`src/rtl/bts_pkg.sv`:
```
// Shared types and constants of the bilinear texture sampler.
package bts_pkg;

  localparam int DIM_W   = 9;
  localparam int FRAC_W  = 16;
  localparam int CH_W    = 8;
  localparam int TEXEL_W = 24;
  localparam int RES_W   = 16;
  localparam int KIDX_W  = 10;
  localparam int CFG_AW  = 2;

  localparam int IN_DATA_W  = 104;
  localparam int OUT_DATA_W = 48;

  // Field offsets in the input tdata word.
  localparam int OFS_TEXEL_X = 0;
  localparam int OFS_TEXEL_Y = 8;
  localparam int OFS_RED     = 16;
  localparam int OFS_GREEN   = 24;
  localparam int OFS_BLUE    = 32;
  localparam int OFS_COORD_U = 40;
  localparam int OFS_COORD_V = 72;

  localparam logic MODE_LOAD   = 1'b0;
  localparam logic MODE_SAMPLE = 1'b1;

  localparam logic [CFG_AW-1:0] REG_TEX_WIDTH  = 2'd0;
  localparam logic [CFG_AW-1:0] REG_TEX_HEIGHT = 2'd1;

  typedef enum logic [3:0] {
    ST_IDLE,
    ST_MUL,
    ST_WRAP,
    ST_RD0,
    ST_RD1,
    ST_RD2,
    ST_RD3,
    ST_CAP,
    ST_HORZ,
    ST_VERT
  } bts_state_t;

  typedef struct packed {
    logic mul_en;
    logic wrap_en;
  } bts_axis_ctl_t;

endpackage

```
`src/rtl/bts_blend.sv`:
```
// Bilinear blend of four RGB texels: registered horizontal lerp, then vertical lerp.
module bts_blend (
  input  logic                             clk,
  input  logic                             h_en,
  input  logic [bts_pkg::TEXEL_W-1:0]      c00,
  input  logic [bts_pkg::TEXEL_W-1:0]      c10,
  input  logic [bts_pkg::TEXEL_W-1:0]      c01,
  input  logic [bts_pkg::TEXEL_W-1:0]      c11,
  input  logic [bts_pkg::CH_W-1:0]         fx,
  input  logic [bts_pkg::CH_W-1:0]         fy,
  output logic [bts_pkg::OUT_DATA_W-1:0]   res
);
  import bts_pkg::*;

  localparam int WT_W = CH_W + 1;
  localparam int H_W  = CH_W + WT_W;
  localparam int V_W  = H_W + WT_W;

  logic [WT_W-1:0] fx1;
  logic [WT_W-1:0] fx0;
  logic [WT_W-1:0] fy1;
  logic [WT_W-1:0] fy0;

  assign fx1 = {1'b0, fx};
  assign fx0 = WT_W'(256) - fx1;
  assign fy1 = {1'b0, fy};
  assign fy0 = WT_W'(256) - fy1;

  // Lane 0 is red (texel bits 23:16), lane 2 is blue.
  for (genvar g = 0; g < 3; g++) begin : g_lane
    localparam int SH = 16 - 8 * g;

    logic [H_W-1:0] top_r;
    logic [H_W-1:0] bot_r;
    logic [V_W-1:0] vsum;

    always_ff @(posedge clk) begin
      if (h_en) begin
        top_r <= H_W'(c00[SH +: CH_W] * fx0) + H_W'(c10[SH +: CH_W] * fx1);
        bot_r <= H_W'(c01[SH +: CH_W] * fx0) + H_W'(c11[SH +: CH_W] * fx1);
      end
    end

    assign vsum = V_W'(top_r * fy0) + V_W'(bot_r * fy1);
    assign res[g*RES_W +: RES_W] = vsum[RES_W+7:8];
  end

endmodule

```
`config.mk`:
```
export PLATFORM = sky130hd
export DESIGN_NAME = bts_blend
export DESIGN_NICKNAME = d
export VERILOG_FILES = /design/src/rtl/bts_pkg.sv /design/src/rtl/bts_blend.sv
export SDC_FILE = /design/constraint.sdc
export NUM_CORES = 2
export LEC_CHECK = 0
export BUFFER_PORTS_ARGS = -buffer_cell sky130_fd_sc_hd__buf_4
export CORE_MARGIN = 2
export CORE_UTILIZATION = 61
export DETAILED_ROUTE_END_ITERATION = 8
export GPL_ROUTABILITY_DRIVEN = 0
export HOLD_SLACK_MARGIN = 0.05
export PLACE_DENSITY = 0.77
export SLEW_MARGIN = 15
export SYNTH_ARGS = -nofsm -noshare
export SYNTH_HDL_FRONTEND = slang
export SYNTH_SLANG_ARGS = --single-unit
export TNS_END_PERCENT = 30
```
`constraint.sdc`:
```
create_clock -name clk -period 11.4 [get_ports clk]
set_input_delay 1.71 -clock clk [delete_from_list [all_inputs] [get_ports clk]]
set_output_delay 1.71 -clock clk [all_outputs]
set_load 0.01 [all_outputs]
```
Yosys cells after proc, flatten, opt, wreduce, memory -nomap -nowiden
Index checks and enable logic that the tools add are counted.

Register bits after elaboration: 102. Output and inout port bits: 48. Word-level logic and storage cells: 35.

$add $sub $neg: 11. Multiply operators: 18.

Operator list (count): $add A17 B16 Y17 (6); $mul A8 B9 Y17 (6); $mul A8 B8 Y16 (6); $add A24 B24 Y24 (3); $mul A17 B8 Y24 (3); $mul A17 B9 Y24 (3); $sub A9 B8 Y9 const A (2).

Depth between registers and ports, before layout
Depth after elaboration: 3. Gate-level depth with buffers: 29. Depth with buffers taken out: 25.

Worst setup path before layout
Ideal clock, no wire load.

Path type: input to output. From: in fy[3] in the netlist's numbering. To: out res[15] in the netlist's numbering. Arrival: 7.969 ns. Required time: 9.690 ns. Path slack: 1.721 ns. Cell stages on the path: 27. Path buffers: 3. Cell sequence: clkbuf_1 nor2_1 nand3_1 nor4_1 xnor2_1 clkbuf_1 clkbuf_1 and2_1 fa_1 inv_1 fa_1 fa_1 inv_1 fa_1 fa_1 inv_1 fa_1 inv_1 ha_1 a21oi_1 o21ai_1 nand2b_1 o311ai_2 a211oi_1 o32a_1 a21oi_2 xnor2_1.

Cells in the longest elaborated chain, start to end: 3. Elaborated cells between the ends (all ways): 4. Classes of those cells: add/sub (2); mul (2).

Ends and longest elaborated chain: from (decl) (line bts_blend.sv:10) `input logic [bts_pkg::CH_W-1:0] fy,`; $sub A9 B8 Y9 (line bts_blend.sv:27) `assign fy0 = WT_W'(256) - fy1;`; $mul A17 B9 Y24 (line bts_blend.sv:44) `assign vsum = V_W'(top_r * fy0) + V_W'(bot_r * fy1);`; $add A24 B24 Y24 (*) (line bts_blend.sv:44); to (decl) (line bts_blend.sv:11) `output logic [bts_pkg::OUT_DATA_W-1:0] res`.

Mark *: on every way between the ends. The rest lies on a longest branch, timed or not.

Final worst setup path
From: in fy[0] in the netlist's numbering. To: out res[47] in the netlist's numbering.

The elaborated chain is that of the path after synthesis.

==> reports/qor.csv <==
metric,value,unit
status,completed,
synth_xor_area_frac,0.0259,
cts_setup_buffers,0,
h-tree-depth,3,
hold_viol,0,
fp.dieArea,96100,um^2
first_global_vias,45200,
clock.fmax,94.8,MHz
cts_resized,0,
dieHeight,310,um
io_buffers,161,
slew_headroom,0.227,
max_stage_delay,640,ps
worst-setup-path-type,input pin to output pin,
clock_path_buffers,2,
avgViaCountPerCell,5.38,
grt_setup_unrepaired,no,
synthFlopType,edfxtp_1,
end_kind,output pin,
crit_cells,26,
holdBufCountCts,0,
critPathRequiredTime,9690,ps
clk_pin_slew,70,ps
finalSetupViolCount,0,
cts_buffers,9,
cts_tree,built,
die_w,310,um
ant_nets,0,
grt_max_degree,77,
start_util,0.614,
yosysSeqAreaShare,0.0536,
synth_area_leaders,"fa_1, ha_1, inv_1",
core_area,93000,um^2
cp-start-kind,input pin,
avgRoutedWirePerCell,18.2,um
synth_top_area_cell,fa_1,
critPathSlowestCell,nor3_2,
ys_types,66,
wl,137,mm
drtPass1Iterations,6,
layout.nets,8307,
dp_hpwl,114,mm
cp_top_family,adder cells,
synthCells,6298,
grt_pass1_wl,229,mm
overflow,0,
synthAdderAreaFrac,0.593,
drc_errors,0,
ys_warn_count,0,
netlist.area_leader.share,0.461,
design_area,59800,um^2
async_flop_share,0,
synth-seq-cells,102,
synth_compound_area_frac,0.0267,
hold_path.class,input pin to flip-flop,
syn_avg_cell_area,9.07,um^2
maxCapViolCount,0,
fin_crit,10550,ps
dpl-instance-area,59500,um^2
cts_sinks,102,
io_pins,162,
area_growth,4.73,%
synth_edf_count,102,
vias,40600,
crit_arrival,8840,ps
synth_top_family_by_area,adder cells,
antenna_found_initial,14,
synth-simple-area-share,0.171,
drive_gt1_frac,0.0432,
final_max_slew_viol_count,0,
drt-initial-drc-count,2391,
placementRows,112,
whs_path_depth,1,
holdWs,1770,ps
setup_tns,0,ps
path_max_fanout,11,
fill_cells,7655,
path_buf_inv,7,
yosysMostFrequentCell,inv_1,
crit_path_frequent_cell,fa_1,
root_buffer,clkbuf_16,
synth_commonest_cells,"inv_1, fa_1, and2_1",
grt.total_usage,0.304,
syn_area,57100,um^2
post-route-period-util,0.926,
worstMarginPinSlew,1150,ps
synth_nets,8331,
synth_mux_area_frac,0.000175,
==> metal layers <==
metal	vias up	GRT usage	wire (um)
met5	-	0	137
met4	20	0.116	5270
met3	281	0.0494	10000
met2	1346	0.523	67700
met1	20800	0.387	53800
li1	18100	-	-
==> placed cells by master (no fill, tap or decap), types with 6 or more instances in the layout <==
| cell | Yosys | layout |
|---|---|---|
| a211oi_1 | 14 | 14 |
| a21o_1 | 27 | 27 |
| a21oi_1 | 61 | 61 |
| a31o_2 | 9 | 9 |
| a31oi_1 | 9 | 9 |
| and2_1 | 890 | 890 |
| and3_1 | 6 | 6 |
| buf_4 | 0 | 200 |
| clkbuf_16 | 0 | 9 |
| edfxtp_1 | 102 | 102 |
| fa_1 | 1314 | 1314 |
| ha_1 | 605 | 604 |
| inv_1 | 1720 | 1720 |
| nand2_1 | 826 | 826 |
| nand3_1 | 29 | 29 |
| nor2_1 | 77 | 77 |
| nor2b_1 | 9 | 9 |
| nor3_1 | 35 | 34 |
| nor4_1 | 9 | 8 |
| o21ai_0 | 27 | 27 |
| o21ai_1 | 6 | 6 |
| o21bai_1 | 17 | 17 |
| o41ai_1 | 6 | 6 |
| or2_2 | 6 | 6 |
| or3_1 | 6 | 6 |
| or4_1 | 6 | 6 |
| xnor2_1 | 128 | 119 |
| xnor2_2 | 0 | 9 |
| xor2_1 | 41 | 38 |
==> final timing paths <==
path                 end  start  slack (ps)
max              res[47]  fy[0]         850
min   g_lane[1].top_r[0]   h_en        1770
==> metrics by stage <==
| stage | worst slack [ps] | instances | utilization |
|---|---|---|---|
| global placement | 1000 | 7517 | 0.639 |
| CTS | 844 | 7533 | 0.642 |
| global route | 547 | 7535 | 0.643 |
| floorplan | 1720 | 6298 | - |
| detailed placement | 850 | 7517 | 0.639 |
| finish | 848 | 7536 | 0.643 |
==> sequential cells by signal, summed over array words and instances (netlist names) <==
signal,cells
g_lane.bot_r,51
g_lane.top_r,51
==> kinds of logic after synthesis <==
| kind of cell | count (synthesis) |
|---|---|
| buffers and inverters | 1959 |
| and+or+nand+nor | 1928 |
| adders and majority gates | 1919 |
| AOI/OAI and AO/OA | 220 |
| xor gates and xnor gates | 169 |
| DFF | 102 |
| muxes | 1 |
==> layout make-up <==
class                      count  area [um^2]  share of cell area
clock buffer                   9          225             0.00377
clock inverter                 7         78.8             0.00132
timing repair buffer         204         1580              0.0265
sequential                   102         3060              0.0512
multi-input combinational   4237        46800               0.783
tap                         1254         1570              0.0262
antenna                        3         7.51            0.000126
inverter                    1720         6460               0.108
Power is not shown: default switching activity piles up to over one toggle a cycle in this logic, so the estimate is an artifact.
