[src/rtl/bts_pkg.sv]
// Shared types and constants of the bilinear texture sampler.
package bts_pkg;

  localparam int DIM_W   = 9;
  localparam int FRAC_W  = 16;
  localparam int CH_W    = 8;
  localparam int TEXEL_W = 24;
  localparam int RES_W   = 16;
  localparam int KIDX_W  = 10;
  localparam int CFG_AW  = 2;

  localparam int IN_DATA_W  = 104;
  localparam int OUT_DATA_W = 48;

  // Field offsets in the input tdata word.
  localparam int OFS_TEXEL_X = 0;
  localparam int OFS_TEXEL_Y = 8;
  localparam int OFS_RED     = 16;
  localparam int OFS_GREEN   = 24;
  localparam int OFS_BLUE    = 32;
  localparam int OFS_COORD_U = 40;
  localparam int OFS_COORD_V = 72;

  localparam logic MODE_LOAD   = 1'b0;
  localparam logic MODE_SAMPLE = 1'b1;

  localparam logic [CFG_AW-1:0] REG_TEX_WIDTH  = 2'd0;
  localparam logic [CFG_AW-1:0] REG_TEX_HEIGHT = 2'd1;

  typedef enum logic [3:0] {
    ST_IDLE,
    ST_MUL,
    ST_WRAP,
    ST_RD0,
    ST_RD1,
    ST_RD2,
    ST_RD3,
    ST_CAP,
    ST_HORZ,
    ST_VERT
  } bts_state_t;

  typedef struct packed {
    logic mul_en;
    logic wrap_en;
  } bts_axis_ctl_t;

endpackage

[src/rtl/bts_axis.sv]
// Coordinate unit for one axis: scales the coordinate fraction and wraps the two neighbor indices.
module bts_axis #(
  parameter int IW = 8
) (
  input  logic                         clk,
  input  bts_pkg::bts_axis_ctl_t       ctl,
  input  logic [bts_pkg::FRAC_W-1:0]   frac_i,
  input  logic [bts_pkg::DIM_W-1:0]    dim_i,
  output logic [IW-1:0]                idx0_o,
  output logic [IW-1:0]                idx1_o,
  output logic [bts_pkg::CH_W-1:0]     wt_o
);
  import bts_pkg::*;

  localparam int P_W = FRAC_W + DIM_W;

  logic [P_W-1:0]    prod_r;
  logic [P_W:0]      pos;
  logic [KIDX_W-1:0] k;
  logic [KIDX_W-1:0] k1;
  logic [KIDX_W-1:0] dim_ext;
  logic [KIDX_W-1:0] i0;
  logic [KIDX_W-1:0] i1;
  logic [15:0]       i0_ext;
  logic [15:0]       i1_ext;
  logic [IW-1:0]     idx0_r;
  logic [IW-1:0]     idx1_r;
  logic [CH_W-1:0]   wt_r;

  // The integer part of the coordinate contributes a multiple of the
  // dimension and drops out of the wrap, so only the fraction is scaled.
  always_ff @(posedge clk) begin
    if (ctl.mul_en) begin
      prod_r <= frac_i * dim_i;
    end
  end

  // Subtract half a texel; floor lands in -1 .. dim-1.
  always_comb begin
    pos     = {1'b0, prod_r} - (P_W+1)'(32768);
    k       = pos[P_W:FRAC_W];
    k1      = k + KIDX_W'(1);
    dim_ext = {1'b0, dim_i};
    i0      = k[KIDX_W-1] ? (dim_ext - KIDX_W'(1)) : k;
    i1      = (k1 == dim_ext) ? '0 : k1;
    i0_ext  = {{(16-KIDX_W){1'b0}}, i0};
    i1_ext  = {{(16-KIDX_W){1'b0}}, i1};
  end

  always_ff @(posedge clk) begin
    if (ctl.wrap_en) begin
      idx0_r <= i0_ext[IW-1:0];
      idx1_r <= i1_ext[IW-1:0];
      wt_r   <= pos[FRAC_W-1:FRAC_W-CH_W];
    end
  end

  assign idx0_o = idx0_r;
  assign idx1_o = idx1_r;
  assign wt_o   = wt_r;

endmodule

[config.mk]
export PLATFORM = sky130hd
export DESIGN_NAME = bts_axis
export DESIGN_NICKNAME = d
export VERILOG_FILES = /design/src/rtl/bts_pkg.sv /design/src/rtl/bts_axis.sv
export SDC_FILE = /design/constraint.sdc
export NUM_CORES = 1
export LEC_CHECK = 0
export ABC_AREA = 1
export CAP_MARGIN = 10
export CORE_ASPECT_RATIO = 1.75
export CORE_UTILIZATION = 35
export DETAILED_ROUTE_END_ITERATION = 8
export DONT_BUFFER_PORTS = 1
export GPL_ROUTABILITY_DRIVEN = 1
export SLEW_MARGIN = 20
export SYNTH_ARGS = -nofsm -noshare
export SYNTH_HDL_FRONTEND = slang
export SYNTH_SLANG_ARGS = --single-unit
[constraint.sdc]
create_clock -name clk -period 7.1 [get_ports clk]
set_clock_uncertainty 0.1 [all_clocks]
set_input_delay 0.71 -clock clk [delete_from_list [all_inputs] [get_ports clk]]
set_output_delay 0.71 -clock clk [all_outputs]
set_load 0.05 [all_outputs]
; ---- Word-level counts from Yosys, hierarchy flattened
; Cells that the tools add are included.
[classes]
n_eq_ne = 1
multipliers = 1
muxes = 1
n_addsub = 3
[op_table]
columns = operator, count
row1 = $sub A25 B16 Y26 const B, 1
row2 = $mul A16 B9 Y25, 1
row3 = $add A10 B1 Y10 const B, 1
row4 = $eq A10 B9 Y1, 1
row5 = $mux W8, 1
row6 = $sub A8 B1 Y8 const B, 1
[totals]
input_bits = 28
reg_bits = 49
elab_cells = 10
output_inout_bits = 24

; ---- Longest topological paths before layout
; Gate-level depths: netlist of the first run.
[logic_depth]
word_depth = 3
ltp_mapped = 22
depth_no_buf = 20

; ---- Worst setup path before layout of the first run
; OpenSTA, ideal clock, no wires.
[synth_path]
path_type = input -> register
from = in dim_i[8] (netlist name)
to = reg prod_r[19], data pin
required_ns = 6.740
path_slack_ns = 1.922
arrival_time_ns = 4.818
setup_ns = 0.260
stages = 19
cell_sequence = clkbuf_1 > clkbuf_1 > nand2_1 > fa_1 > fa_1 > inv_1 > fa_1 > inv_1 > fa_1 > inv_1 > ha_1 > clkbuf_1 > nand4_1 > o21ai_0 > nand3_1 > nand2_1 > nand3_1 > nand2_1 > xor2_1
[synth_via]
elab_chain_cells = 1
[synth_lines]
columns = item, line_no
row1 = start: declaration, bts_axis.sv:8  ; input logic [bts_pkg::DIM_W-1:0] dim_i,
row2 = $mul A16 B9 Y25, bts_axis.sv:34  ; prod_r <= frac_i * dim_i;
row3 = end signal: assignment, bts_axis.sv:34
row4 = end: declaration, bts_axis.sv:17  ; logic [P_W-1:0] prod_r;
; No other way between the ends.
; A chain may end at the register's enable or synchronous reset.

; ---- Worst setup path in the final report of the first run
[layout_path]
from = in dim_i[2] (netlist name)
to = reg prod_r[11], data pin
; Same word-level chain as after synthesis.

==> results of run 1 <==
==> Yosys cell counts <==
cell / instances / area share [%]
inv_2: 3 / 0.16
nor3_1: 5 / 0.36
o21ai_0: 24 / 1.7
nor2_2: 5 / 0.45
buf_2: 1 / 0.072
xor2_1: 14 / 1.8
nor2_4: 3 / 0.49
o21a_1: 4 / 0.43
fa_1: 98 / 28
o21ai_2: 2 / 0.25
buf_1: 3 / 0.16
nand2_2: 5 / 0.45
nand4_1: 7 / 0.63
nor4_1: 1 / 0.090
nand3_1: 46 / 3.3
nand3b_1: 1 / 0.11
a211oi_1: 3 / 0.33
nor2_1: 36 / 2.0
xnor2_1: 5 / 0.63
clkbuf_1: 29 / 1.6
nand2_4: 1 / 0.16
o21ai_1: 1 / 0.072
a21oi_1: 33 / 2.4
buf_4: 3 / 0.33
a31oi_1: 2 / 0.18
inv_1: 235 / 13
nand2_1: 262 / 14
edfxtp_1: 41 / 18
o21bai_1: 2 / 0.22
nand3_2: 2 / 0.29
a21o_1: 3 / 0.33
ha_1: 44 / 8.0
==> cell type report <==
type	instances	area, sq um
clock buffer	5	125
multi-input combinational	609	4650
fill	2048	12000
tap	241	302
inverter	238	893
sequential	41	1230
clock inverter	3	46.3
==> registers in the layout (all words and copies together), names as in the netlist <==
register / flops
wt_o: 8
prod_r: 17
idx1_o: 8
idx0_o: 8
==> layer usage <==
| metal | track usage [%] | share of wire (%) | vias to the layer above |
|---|---|---|---|
| met5 | 0 | 0 | - |
| met4 | 11.7 | 6.7 | 0 |
| met3 | 1.56 | 3.1 | 56 |
| met2 | 34.6 | 57 | 145 |
| met1 | 16.6 | 33 | 2622 |
| li1 | - | - | 2686 |
==> report_power, final <==
part           switching [mW]  leakage, nW  internal [mW]  total [mW]
Clock                  0.0983       0.0800          0.166       0.265
Combinational            1.31         3.64          0.697        2.00
Sequential              0.237        0.401          0.482       0.719
Total                    1.64         4.12           1.34        2.99
==> cell families after synthesis <==
| family | Yosys count |
|---|---|
| AOI/OAI and AO/OA | 74 |
| xor gates and xnor gates | 19 |
| adders and majority gates | 142 |
| buffers and inverters | 274 |
| DFF | 41 |
| and+or+nand+nor | 374 |
==> worst max path at each step <==
stage | start | end | slack, ns | depth (start not counted)
4_1_cts | dim_i[2] | prod_r[11]$_DFFE_PP_ | 2.38 | 16
3_3_place_gp | dim_i[2] | prod_r[11]$_DFFE_PP_ | 2.06 | 16
3_5_place_dp | dim_i[2] | prod_r[11]$_DFFE_PP_ | 2.08 | 16
2_1_floorplan | dim_i[8] | prod_r[19]$_DFFE_PP_ | 1.92 | 19
5_1_grt | dim_i[2] | prod_r[11]$_DFFE_PP_ | 2.11 | 16
6_report | dim_i[2] | prod_r[11]$_DFFE_PP_ | 2.35 | 16
==> worst max-delay path, delay by kind of cell <==
| family | cells | cell delay, ns |
|---|---|---|
| buf+inv | 3 | 0.17 |
| fa+ha+maj | 5 | 2.35 |
| simple gates | 3 | 0.28 |
| xor+xnor | 1 | 0.37 |
| compound gates | 4 | 0.82 |
==> stage by stage <==
step | area [sq um] | std cells | worst slack [ns] | power, mW | hold WS (ns)
6_report | 7250 | 1137 | 2.35 | 2.99 | 0.319
5_1_grt | 7250 | 1137 | 2.11 | 3.29 | 0.323
4_1_cts | 7250 | 1137 | 2.38 | 3.01 | 0.320
3_5_place_dp | 7070 | 1129 | 2.08 | 2.73 | 0.305
3_3_place_gp | 7070 | 1129 | 2.06 | 2.72 | 0.303
2_1_floorplan | 6920 | 924 | 1.92 | 2.22 | 0.300
==> flow_metrics.env, run 1 <==
export IMPL_end_kind="flop"
export IMPL_cts_made_buffers=5
export IMPL_cts_resized=0
export IMPL_drive_above_1_share_pct=3.24
export IMPL_setup_viol=0
export IMPL_die_y_um=188
export IMPL_cpMostUsedCell="fa_1"
export IMPL_start_util_pct=35.9
export IMPL_drc=0
export IMPL_area_growth_pct=4.70
export IMPL_synth_cells=924
export IMPL_grt_pass1_wl_mm=27.5
export IMPL_ir_drop_mv=0.292
export IMPL_leakage_nw=4.12
export IMPL_cp_cell_sequence="nand2_1 -> fa_1 -> inv_1 -> fa_1 -> inv_1 -> fa_1 -> inv_1 -> fa_1 -> ha_1 -> a21oi_1 -> o21ai_0 -> a21oi_1 -> o21ai_0 -> nand3_1 -> nand2_1 -> xor2_1"
export IMPL_synth_compound_area_share_pct=5.93
export IMPL_reg2reg_depth=16
export IMPL_ys_seq_area_share_pct=17.8
export IMPL_critPathMaxStageDelay_ns=0.55
export IMPL_rsz0062_at_grt="false"
export IMPL_gp_congestion=0.941
export IMPL_num_vias=5509
export IMPL_cts_sinks=41
export IMPL_slew_viol_final=0
export IMPL_fmax_ghz=0.211
export IMPL_yosysUniqueCellTypes=32
export IMPL_viasPerCell=4.85
export IMPL_min_to="wt_o[5]$_DFFE_PP_"
export IMPL_grt_pass1_vias=5659
export IMPL_synth_top_family_by_area="adder cells"
export IMPL_yosys_warnings=0
export IMPL_hpwl_mm=14.1
export IMPL_dieWidth_um=108
export IMPL_n_antenna_cell=0
export IMPL_critPathLaunchType="input port"
export IMPL_root_buffer="clkbuf_16"
export IMPL_num_rows=67
export IMPL_drt_pass1_iterations=7
export IMPL_final_util_pct=37.6
export IMPL_synth_xor_area_share_pct=2.40
export IMPL_avgRoutedWirePerCell_um=14.9
export IMPL_status="complete, no violations"
export IMPL_holdPathStages=0
export IMPL_max_slew_margin_pct=67.9
export IMPL_antenna_left=0
export IMPL_hold_path_class="flop to flop"
export IMPL_synthAdderAreaFrac_pct=36.3
export IMPL_critPathMaxFanout=19
export IMPL_die_area_sq_mm=0.0204
export IMPL_setup_tns_ns=0
export IMPL_path_clk_slew_ns=0.06
export IMPL_htreeDepth=2
export IMPL_cts_tree="built"
export IMPL_final_nets=1065
export IMPL_ctsLongestPathBuffers=2
export IMPL_overflow=0
export IMPL_synth_area_mux_share_pct=0
export IMPL_power_density_mw_per_mm2=412
export IMPL_arrival_ns=4.70
export IMPL_final_common_cell="nand2_1"
export IMPL_reg2reg_slack_ns=4.29
export IMPL_first_iter_violations=252
export IMPL_finalCritPeriodShare_pct=66.8
export IMPL_crit_type="input port to flop"
export IMPL_maxCapViolCount=0
export IMPL_numPortBuffers=0
export IMPL_worstReg2RegEnd="idx1_o[0]$_SDFFCE_PN0P_"
export IMPL_clk_latency_ns=0.28
export IMPL_ios=52
export IMPL_grt_max_degree=25
export IMPL_core_area_sq_mm=0.0193
export IMPL_tightest_slew_ns=0.483
export IMPL_routed_wl_mm=17.0
export IMPL_cts_hold_buffers_added=0
export IMPL_cts_setup_buffers=0
export IMPL_yosys_register_bits=41
export IMPL_syn_nets=1094
export IMPL_grt_usage_pct=17.6
export IMPL_hold_violations=0
export IMPL_synth_simple_gate_area_share_pct=22.5
export IMPL_crit_slowest_cell="fa_1"
export IMPL_antenna_found_initial=0
export IMPL_r2r_start="prod_r[15]$_DFFE_PP_"
export IMPL_layout_common_cells="nand2_1, inv_1, fa_1"
export IMPL_required_ns=7.06
export IMPL_hp_start="prod_r[13]$_DFFE_PP_"
export IMPL_synth_area_sq_mm=0.00692
export IMPL_period_minus_slack_ns=4.75
export IMPL_avgSynthCellArea_sq_um=7.49
Note: power is estimated with default switching activity, not from simulation.
==> run 2, diff against run 1 <==
clock period = 4.7 ns   (was 7.1 ns; I/O delays follow)
==> flow_metrics.env, run 2 (synthesis results as in run 1) <==
export IMPL_end_kind="flop"
export IMPL_grt_usage_pct=18.0
export IMPL_avgRoutedWirePerCell_um=14.9
export IMPL_ir_drop_mv=0.378
export IMPL_crit_slowest_cell="fa_1"
export IMPL_tightest_slew_ns=0.484
export IMPL_grt_max_degree=25
export IMPL_num_vias=5508
export IMPL_drc=0
export IMPL_required_ns=4.63
export IMPL_leakage_nw=4.15
export IMPL_overflow=0
export IMPL_drt_pass1_iterations=4
export IMPL_root_buffer="clkbuf_16"
export IMPL_cts_tree="built"
export IMPL_fmax_ghz=0.225
export IMPL_antenna_left=0
export IMPL_max_slew_margin_pct=67.8
export IMPL_final_area_sq_mm=0.00729
export IMPL_cts_sinks=41
export IMPL_dieWidth_um=108
export IMPL_htreeDepth=2
export IMPL_arrival_ns=4.37
export IMPL_critPathBufInv=3
export IMPL_setup_viol=0
export IMPL_cts_hold_buffers_added=0
export IMPL_period_minus_slack_ns=4.44
export IMPL_critPathMaxFanout=19
export IMPL_rsz0062_at_grt="false"
export IMPL_fill_cells=2039
export IMPL_cts_resized=0
export IMPL_viasPerCell=4.83
export IMPL_critPathMaxStageDelay_ns=0.53
export IMPL_grt_pass1_wl_mm=28.3
export IMPL_n_antenna_cell=0
export IMPL_hold_path_class="input port to flop"
export IMPL_hpwl_mm=14.2
export IMPL_hold_violations=0
export IMPL_routed_wl_mm=16.9
export IMPL_drive_above_1_share_pct=3.56
export IMPL_finalCritPeriodShare_pct=94.6
export IMPL_ff_latch_area_sq_mm=0.00123
export IMPL_die_area_sq_mm=0.0204
export IMPL_crit_type="input port to flop"
export IMPL_status="complete, no violations"
export IMPL_layout_common_cells="nand2_1, inv_1, fa_1"
export IMPL_core_area_sq_mm=0.0193
export IMPL_critPathLaunchType="input port"
export IMPL_path_clk_slew_ns=0.06
export IMPL_first_iter_violations=212
export IMPL_cts_setup_buffers=0
export IMPL_cts_made_buffers=5
export IMPL_gp_congestion=0.880
export IMPL_ios=52
export IMPL_largest_reg_flops=17
export IMPL_place_area_sq_mm=0.00710
export IMPL_maxCapViolCount=0
export IMPL_area_growth_pct=5.35
export IMPL_clk_latency_ns=0.28
export IMPL_final_nets=1068
export IMPL_antenna_found_initial=0
export IMPL_registers_top_by_ff_count="prod_r"
export IMPL_cp_cell_sequence="nand2_1 -> fa_1 -> inv_1 -> fa_1 -> inv_1 -> fa_1 -> inv_1 -> fa_1 -> ha_1 -> a21oi_1 -> o21ai_0 -> a21oi_1 -> o21ai_0 -> a21oi_1 -> o21bai_1 -> xor2_1"
export IMPL_numPortBuffers=0
export IMPL_num_rows=67
export IMPL_final_common_cell="nand2_1"
export IMPL_cpMostUsedCell="fa_1"
export IMPL_slew_viol_final=0
export IMPL_setup_tns_ns=0
export IMPL_die_y_um=188
export IMPL_cpLargestDelayFamily="adder cells"
export IMPL_grt_pass1_vias=5918
export IMPL_start_util_pct=35.9
export IMPL_power_density_mw_per_mm2=631
export IMPL_ctsLongestPathBuffers=2
export IMPL_multi_input_area_sq_mm=0.00465
## run 2: cell types whose count changed in the layout (fill, tap and decap cells not counted)
cell | before | now
inv_6 | 0 | 1
clkinvlp_4 | 1 | 0
o21ai_1 | 1 | 2
buf_4 | 0 | 3
o21ai_0 | 24 | 23
clkinv_4 | 1 | 0
bufinv_16 | 1 | 2
## run 2: per-layer routing
metal | part of all wire (%) | global-route usage (%)
met5 | 0 | 0
met2 | 62 | 37.1
met3 | 2.8 | 1.88
met1 | 32 | 16.6
met4 | 3.6 | 8.47
## run 2: path summary, 6_finish.rpt
check | start | end | slack, ns | depth (start not counted)
setup / recovery | dim_i[2] | prod_r[17]$_DFFE_PP_ | 0.26 | 16
hold / removal | ctl[0] | wt_o[7]$_DFFE_PP_ | 0.19 | 0
setup reg to reg | prod_r[15]$_DFFE_PP_ | idx1_o[3]$_SDFFCE_PN0P_ | 1.92 | 16
hold reg to reg | prod_r[10]$_DFFE_PP_ | wt_o[2]$_DFFE_PP_ | 0.32 | 0
## run 2: final cells by class
type / instances / area share, %
repair buffers: 3 / 0.309
clock inverters: 3 / 0.944
multi-input cells: 609 / 63.8
flip-flops and latches: 41 / 16.9
well taps: 241 / 4.14
inverters: 238 / 12.3
clock buffers: 5 / 1.72
## run 2: per-stage QoR
| stage | hold slack, ns | utilization (%) | power, mW | instances | setup slack (ns) |
|---|---|---|---|---|---|
| global route | 0.180 | 37.8 | 5.08 | 1140 | 0.0192 |
| finish | 0.193 | 37.8 | 4.60 | 1140 | 0.256 |
| floorplan | 0.300 | - | 3.36 | 924 | 0.00527 |
| detailed placement | 0.306 | 36.8 | 4.18 | 1132 | -0.0136 |
| CTS | 0.187 | 37.8 | 4.65 | 1140 | 0.278 |
| global placement | 0.302 | 36.8 | 4.18 | 1132 | -0.0381 |
## run 2: report_power, final
part           leakage [nW]  internal, mW  total [mW]  switching (mW)
combinational          3.65          1.10        3.06            1.96
sequential            0.401         0.728        1.09           0.357
clock                0.0944         0.306       0.449           0.143
